$ cat src/lcd_capture_vga_upscaler_assert.svh
// Assertion macros shared by the scaler RTL.
// No dependencies; the using module must have clk and rst_n in scope.
`ifndef LCD_CAPTURE_VGA_UPSCALER_ASSERT_SVH
`define LCD_CAPTURE_VGA_UPSCALER_ASSERT_SVH

// Same-cycle implication, checked out of reset.
`define LCDVS_ASSERT_IMPL(label, ante, cons, msg) \
  label: assert property (@(posedge clk) disable iff (!rst_n) (ante) |-> (cons)) \
    else $error(msg);

// Next-cycle implication, checked out of reset.
`define LCDVS_ASSERT_NEXT(label, ante, cons, msg) \
  label: assert property (@(posedge clk) disable iff (!rst_n) (ante) |=> (cons)) \
    else $error(msg);

`endif

$ cat src/lcdvs_pkg.sv
// Shared constants, types and controller/datapath structs for the scaler.
// No dependencies.
package lcdvs_pkg;

  // Source frame and scale
  localparam int SRC_WIDTH  = 160;
  localparam int SRC_HEIGHT = 144;
  localparam int SCALE      = 3;

  // Screen geometry
  localparam int BORDER_LEFT  = 79;
  localparam int BORDER_RIGHT = 80;
  localparam int BORDER_TOP   = 24;
  localparam int GRID_PHASE   = 2;
  localparam int PIC_W        = SRC_WIDTH * SCALE;
  localparam int PIC_H        = SRC_HEIGHT * SCALE;
  localparam int PIC_X_END    = BORDER_LEFT + PIC_W;
  localparam int LINE_END     = PIC_X_END + BORDER_RIGHT;
  localparam int PIC_Y_END    = BORDER_TOP + PIC_H;
  localparam int TOP_MOD      = BORDER_TOP % SCALE;

  // Frame store
  localparam int STORE_SIZE = SRC_WIDTH * SRC_HEIGHT;
  localparam int ADDR_W     = $clog2(STORE_SIZE);
  localparam int CNT_W      = $clog2(STORE_SIZE + 1);
  localparam int COL_W      = $clog2(SRC_WIDTH);
  localparam int ROW_W      = $clog2(SRC_HEIGHT);

  // Divide by SCALE: q = (v * RECIP) >> DIV_K, exact for v < 1024
  localparam int DIV_K  = 13;
  localparam int RECIP  = (2 ** DIV_K + SCALE - 1) / SCALE;
  localparam int RCP_W  = $clog2(RECIP + 1);

  // Field widths
  localparam int X_W       = 10;
  localparam int Y_W       = 9;
  localparam int GEO_W     = 12;
  localparam int COLOR_W   = 6;
  localparam int SHADE_W   = 2;
  localparam int MODE_W    = 2;
  localparam int CFG_IDX_W = 3;
  localparam int REM_W     = 3;
  localparam int PROD_W    = X_W + RCP_W;

  typedef logic [X_W-1:0]       x_t;
  typedef logic [Y_W-1:0]       y_t;
  typedef logic [GEO_W-1:0]     geo_t;
  typedef logic [COLOR_W-1:0]   color_t;
  typedef logic [SHADE_W-1:0]   shade_t;
  typedef logic [MODE_W-1:0]    mode_t;
  typedef logic [CFG_IDX_W-1:0] cfg_idx_t;
  typedef logic [REM_W-1:0]     rem_t;
  typedef logic [ADDR_W-1:0]    addr_t;
  typedef logic [CNT_W-1:0]     cnt_t;
  typedef logic [COL_W-1:0]     col_t;
  typedef logic [ROW_W-1:0]     row_t;
  typedef logic [PROD_W-1:0]    prod_t;

  // Operation codes
  localparam logic OP_CAPTURE = 1'b0;
  localparam logic OP_DISPLAY = 1'b1;

  // Register indexes
  localparam cfg_idx_t CFG_PAL0   = 3'd0;
  localparam cfg_idx_t CFG_PAL1   = 3'd1;
  localparam cfg_idx_t CFG_PAL2   = 3'd2;
  localparam cfg_idx_t CFG_PAL3   = 3'd3;
  localparam cfg_idx_t CFG_BORDER = 3'd4;
  localparam cfg_idx_t CFG_EFFECT = 3'd5;
  localparam cfg_idx_t CFG_MODE   = 3'd6;

  // Effect modes (mode three acts as none)
  localparam mode_t MODE_NONE = 2'd0;
  localparam mode_t MODE_GRID = 2'd1;
  localparam mode_t MODE_SCAN = 2'd2;

  // Register reset values
  localparam color_t RST_PAL0   = 6'd63;
  localparam color_t RST_PAL1   = 6'd42;
  localparam color_t RST_PAL2   = 6'd21;
  localparam color_t RST_PAL3   = 6'd0;
  localparam color_t RST_BORDER = 6'd0;
  localparam color_t RST_EFFECT = 6'd63;
  localparam color_t BLACK      = 6'd0;

  typedef enum logic [2:0] {
    ST_IDLE,
    ST_DIV,
    ST_ADDR,
    ST_READ,
    ST_OUT
  } state_t;

  // Controller -> datapath
  typedef struct packed {
    logic accept_cap;
    logic accept_disp;
    logic div_en;
    logic addr_en;
    logic rd_en;
    logic out_en;
  } cmd_t;

  // Datapath -> controller
  typedef struct packed {
    logic pic;
  } stat_t;

endpackage

$ cat src/lcdvs_ctrl.sv
// Sequencing state machine for display requests.
// Depends on lcdvs_pkg.
module lcdvs_ctrl (
  input  logic              clk,
  input  logic              rst_n,
  input  logic              start,
  input  logic              in_operation,
  input  lcdvs_pkg::stat_t  stat,
  output logic              busy,
  output lcdvs_pkg::cmd_t   cmd
);

  lcdvs_pkg::state_t state_r, state_nxt;
  logic              accept;

  assign accept = start && (state_r == lcdvs_pkg::ST_IDLE);

  always_ff @(posedge clk) begin
    if (!rst_n) begin
      state_r <= lcdvs_pkg::ST_IDLE;
    end else begin
      state_r <= state_nxt;
    end
  end

  always_comb begin
    state_nxt = state_r;
    case (state_r)
      lcdvs_pkg::ST_IDLE: begin
        if (accept && (in_operation == lcdvs_pkg::OP_DISPLAY)) begin
          state_nxt = lcdvs_pkg::ST_DIV;
        end
      end
      lcdvs_pkg::ST_DIV: begin
        // outside the picture no store read is needed
        state_nxt = stat.pic ? lcdvs_pkg::ST_ADDR : lcdvs_pkg::ST_OUT;
      end
      lcdvs_pkg::ST_ADDR: state_nxt = lcdvs_pkg::ST_READ;
      lcdvs_pkg::ST_READ: state_nxt = lcdvs_pkg::ST_OUT;
      lcdvs_pkg::ST_OUT:  state_nxt = lcdvs_pkg::ST_IDLE;
      default:            state_nxt = lcdvs_pkg::ST_IDLE;
    endcase
  end

  always_comb begin
    busy            = (state_r != lcdvs_pkg::ST_IDLE);
    cmd.accept_cap  = accept && (in_operation == lcdvs_pkg::OP_CAPTURE);
    cmd.accept_disp = accept && (in_operation == lcdvs_pkg::OP_DISPLAY);
    cmd.div_en      = (state_r == lcdvs_pkg::ST_DIV);
    cmd.addr_en     = (state_r == lcdvs_pkg::ST_ADDR);
    cmd.rd_en       = (state_r == lcdvs_pkg::ST_READ);
    cmd.out_en      = (state_r == lcdvs_pkg::ST_OUT);
  end

endmodule

$ cat config.mk
export PLATFORM = sky130hd
export DESIGN_NAME = lcdvs_ctrl
export DESIGN_NICKNAME = d
export VERILOG_FILES = /design/src/lcd_capture_vga_upscaler_assert.svh /design/src/lcdvs_pkg.sv /design/src/lcdvs_ctrl.sv
export SDC_FILE = /design/constraint.sdc
export NUM_CORES = 1
export LEC_CHECK = 0
export BUFFER_PORTS_ARGS = -buffer_cell sky130_fd_sc_hd__buf_2
export CORE_AREA = 2 2 39 41
export DETAILED_ROUTE_END_ITERATION = 8
export DIE_AREA = 0 0 41 43
export SYNTH_ARGS = -nofsm -noshare
export SYNTH_HDL_FRONTEND = slang
export SYNTH_SLANG_ARGS = --single-unit
$ cat constraint.sdc
create_clock -name clk -period 1.2 [get_ports clk]
set_input_delay 0.12 -clock clk [delete_from_list [all_inputs] [get_ports clk]]
set_output_delay 0.12 -clock clk [all_outputs]
set_load 0.01 [all_outputs]
== Word-level counts from Yosys, hierarchy flattened ==
Index checks and enable logic that the tools add are counted.
Storage, ports and cells
  register bits after elaboration: 3
  logic and storage cells: 15
Operators by class
  bitwise operators: 1
  reduce and logical (&&, ||, !) cells: 5
  mux-type cells: 3
  equal/unequal tests: 5
Operator list (number)
  one-hot mux 3 bit (4 select lines): 1
  equality test 3 x 2 -> 1 bit (second input constant): 2
  2-to-1 mux 3 bit: 2
  equality test 3 x 1 -> 1 bit (second input constant): 1
  equality test 3 bit (second input constant): 1
  logical AND 1 bit: 3
  logical NOT 3 bit: 1
  nonzero test 3 bit: 1
  != test 2 bit (second input constant): 1
  inverter 1 bit: 1

== Longest topological paths before layout ==
  depth after elaboration: 5
  gate-level depth with buffers: 2
  gate-level depth less buffers: 2

== Least setup slack after synthesis ==
Ideal clock, no wire load.
  kind: register to output
  from: register state_r[1]
  to: output cmd[5] in the netlist's numbering
  slack: 87 ps
  arrival: 993 ps
  path buffers: 0
  cell stages (with the launch flop): 3
  required time: 1080 ps
  path through: dfxtp_1 -> or3_4 -> nor3b_2
RTL lines
  start, declared: line lcdvs_ctrl.sv:13  | lcdvs_pkg::state_t state_r, state_nxt;
  start signal, assigned: line lcdvs_ctrl.sv:20  | state_r <= lcdvs_pkg::ST_IDLE;
  start signal, assigned: line lcdvs_ctrl.sv:22  | state_r <= state_nxt;
  end, declared: line lcdvs_ctrl.sv:10  | output lcdvs_pkg::cmd_t cmd

==> reports/qor_table.md <==
| Stage | Item | This run |
|---|---|---|
| status | Result of the run | complete, but fails checks |
| status | Violated checks | setup timing |
| logic synthesis | Most frequent cell after synthesis | nor3b_1 |
| global route | All-Layer GR Usage | 6.81% |
| logic synthesis | Average cell area after synthesis | 9.29 um2 |
| die | DIE WIDTH | 41 um |
| drt | Detailed-route via count | 206 |
| logic synthesis | Ys async rst share | 0% |
| logic synthesis | Largest cells by area after synthesis | dfxtp_1 (34%), nor3b_1 (17%), nor3b_2 (7.1%) |
| logic synthesis | Net Count, Synth | 24 |
| logic synthesis | Top post-synthesis cells by count | nor3b_1 (4), dfxtp_1 (3), a21oi_1 (2) |
| cells and area | Fill cell count | 158 |
| die | Die outline height | 43 um |
| cells and area | Final antenna diode count | 0 |
| setup path | Required time worst endpoint | 1.08 ns |
| global route | Pin count of the biggest net entering global routing | 9 |
| timing | Final hold violations | 0 |
| logic synthesis | Proportion of netlist area held by the largest area contributor | 34.0% |
| setup path | Chain of cells forming the critical path | or3_4, nor3b_2, buf_2 |
| setup path | Data arrival at the endpoint of the critical path | 1.21 ns |
| drt | Via density per instance | 3.89 |
| logic synthesis | Simple-Gate Fraction of Synth Area | 60.3% |
| setup path | Delay contributed by the slowest stage of the critical path | 0.39 ns |
| worst hold path | Kind of path behind the tightest hold check | primary input to flip-flop |
| pwr | Clock share of power | 50.1% |
| logic synthesis | Cell type with the highest aggregate area in the netlist | dfxtp_1 |
| pwr | Lkg Pwr | 0.160 nW |
| die | Die Outline Area | 1760 um2 |
| clock network | Clock slew at the register clock pins of the worst setup and hold paths | 0.04 ns |
| timing | Actual slew at the worst max-slew pin | 0.139 ns |
| setup path | Largest delay contributor family on the critical path | simple AND/OR/NAND/NOR gates |
| flow run | Number of maximum-capacitance violations | 0 |
| pwr | Net switching component of the power | 0.0850 mW |
| setup path | Start of the worst register-to-register path | state_r[1]$_SDFFE_PN0P_ |
| logic synthesis | Number of synthesized register bits | 3 |
| timing | Shortest period the worst path allows | 1.33 ns |
| cells and area | Storage element area | 61.3 um2 |
| setup path | Master of the slowest instance on the critical path | or3_4 |
| drt | Routed length per placed instance | 8.00 um |
| drt | Post-Route WL | 424 um |
| drt | Remaining design rule violation count | 0 |
| timing | Final Max Slew Viols | 0 |
| logic synthesis | Share of synthesized area occupied by flip-flops and latches | 34.0% |
| timing | Final setup violation count | 2 |
| logic synthesis | Main flop type after synthesis | dfxtp_1 |
| placed design | I/O Buffers | 11 |
| timing | Headroom to the max-slew limit | 90.7% |
| setup path | Worst Path Class, Setup | flip-flop to output port |
| logic synthesis | Number of flops mapped to enable cells by yosys | 0 |
| drt | First-pass iteration count of the detailed router | 3 |
| logic synthesis | Cells after synthesis | 19 |
| clock network | Clock tree root buffer cell | clkbuf_4 |
| drt | Number of design-rule violations left by the first detailed-router iteration | 1 |
| clock network | Maximum buffer depth of the clock tree | 2 |
| pwr | Maximum vdd ir drop | 0.282 mV |
| pwr | Part of the power in combinational logic | 19.4% |
| logic synthesis | XOR/XNOR share of the synthesized area | 0% |
| die | Effective utilization at floorplan | 12.7% |
| timing | Final Cycle Share | 111% |
| cells and area | Area growth, synth to finish | 79.4% |
| logic synthesis | Share of cell area taken by muxes after synthesis | 0% |
| placed design | Pre-CTS setup slack | 0.0778 ns |
| cells and area | Total number of nets in the final design | 43 |
| logic synthesis | Compound-cell area share of the yosys netlist | 5.67% |
| setup path | WP buf/inv | 1 |
| clock network | Number of sinks on the clock net | 3 |
| worst hold path | HP Start | stat |
| global route | Wire length of the first global-routing pass | 724 um |
| pwr | Portion of total power attributed to sequential cells | 30.5% |
| die | Top Ports | 12 |
| timing | Worst clock skew | 0.000922 ns |
| clock network | CTS tree | built |
| logic synthesis | Netlist Area Pre-Place | 176 um2 |
| cells and area | Most flop-heavy register | state_r |
| timing | Crit path setup slack, layout | -0.127 ns |
| logic synthesis | Number of library cell types mapped by synthesis | 13 |
| timing | RSZ-0062 raised after global routing | true |
| setup path | Crit-path max FO | 3 |
| pwr | Power density over the cells | 1110 nW/um2 |
| clock network | H-tree levels | 1 |
| setup path | Launching element type of the critical path | flip-flop |
| placed design | DP Wirelength | 316 um |
| logic synthesis | Main combinational cell family by area after synthesis | simple AND/OR/NAND/NOR gates |
| pwr | Proportion of total power due to net switching | 24.3% |
| setup path | Sort of element at the end of the critical path | output port |
| global route | Initial antenna violation count | 0 |
| die | Core region area | 1380 um2 |
| global route | GRT Residual Overflow | 0 |
| cells and area | Combined area of the multi-input logic cells | 131 um2 |
| cells and area | Registers with the most flip-flops | state_r (3) |
| global route | Vias in the first global route | 190 |
| clock network | Number of buffers created by CTS | 3 |
| die | Row cnt | 14 |
| placed design | Placer Congestion | 0.635 |
| timing | Max frequency | 0.754 GHz |
| setup path | CP Launch Point | state_r[1]$_SDFFE_PN0P_ |
| clock network | Clock latency of the later-clocked register in the worst-skew pair | 0.23 ns |
| logic synthesis | Yosys warnings | 0 |
| cells and area | Fraction of final layout cells sized beyond drive strength 1 | 67.6% |
| logic synthesis | Synthesized-area fraction occupied by adder cells | 0% |
| drt | Final antenna-violating net count | 0 |
| timing | Worst hold slack | 0.167 ns |
| pwr | Pint | 0.265 mW |
| cells and area | Largest register FFs | 3 |
per-stage QoR:
stage / cell area (um2) / std cells / setup TNS (ns) / total power, mW / utilization [%]
floorplan: 176 / 19 / 0 / 0.144 / -
global placement: 267 / 48 / 0 / 0.172 / 19.3
detailed placement: 267 / 48 / 0 / 0.173 / 19.3
CTS: 302 / 53 / -0.224 / 0.360 / 21.8
global route: 317 / 53 / -0.338 / 0.381 / 22.9
finish: 317 / 53 / -0.185 / 0.350 / 22.9
layout by cell type, fill, tap and decap left out, drive strengths merged:
| cell type | instances |
|---|---|
| buf | 14 |
| nand2b | 1 |
| a21oi | 2 |
| or3 | 1 |
| nand2 | 1 |
| dfxtp | 3 |
| nand3b | 1 |
| clkbuf | 4 |
| and2b | 1 |
| nor2 | 1 |
| nor3b | 5 |
| nor3 | 1 |
| or2b | 1 |
| and3b | 1 |
cell families (layout without fill, tap and decap cells):
group           count (synthesis)  in the layout
flops                           3              3
buf+inv                         0             18
simple gates                   14             14
compound gates                  2              2
final timing paths:
path	endpoint	slack, ns	cells past startpoint
setup / recovery	cmd[5]	-0.13	3
hold / removal	state_r[1]$_SDFFE_PN0P_	0.17	3
setup reg to reg	state_r[2]$_SDFFE_PN0P_	0.26	3
hold reg to reg	state_r[0]$_SDFFE_PN0P_	0.58	2
area by class of cell:
cell class	count	area share, %
sequential	3	19.4
timing repair buffer	14	24.5
multi-input combinational	16	41.5
clock buffer	4	8.30
tap	16	6.32
tightest hold or removal path, stage by stage:
cell      delay (ns)
buf_2           0.10
nand3b_1        0.07
a21oi_1         0.05
power by group through the flow:
| stage | sequential, mW | combinational (mW) | clock, mW |
|---|---|---|---|
| 2_1_floorplan | 0.112 | 0.0322 | 0 |
| 3_3_place_gp | 0.109 | 0.0635 | 0 |
| 3_5_place_dp | 0.109 | 0.0642 | 0 |
| 4_1_cts | 0.107 | 0.0663 | 0.187 |
| 5_1_grt | 0.107 | 0.0770 | 0.197 |
| 6_report | 0.107 | 0.0679 | 0.176 |
routing by layer:
layer  part of all wire (%)  global-route usage [%]  up-vias
met1                     38                    6.07       92
met4                      0                    8.00        0
li1                       -                       -      106
met5                      0                       0        -
met2                     48                    8.75        8
met3                     14                    4.71        0
timing repair:
item | in CTS | in global routing
pin swaps | 1 | 0
hold buffers | 0 | 0
setup endpoints to repair | 3 | 6
resized for setup | 1 | 3
setup buffers | 1 | 0
cloned | 0 | 0
No activity file was read; power rests on OpenSTA's default activity.
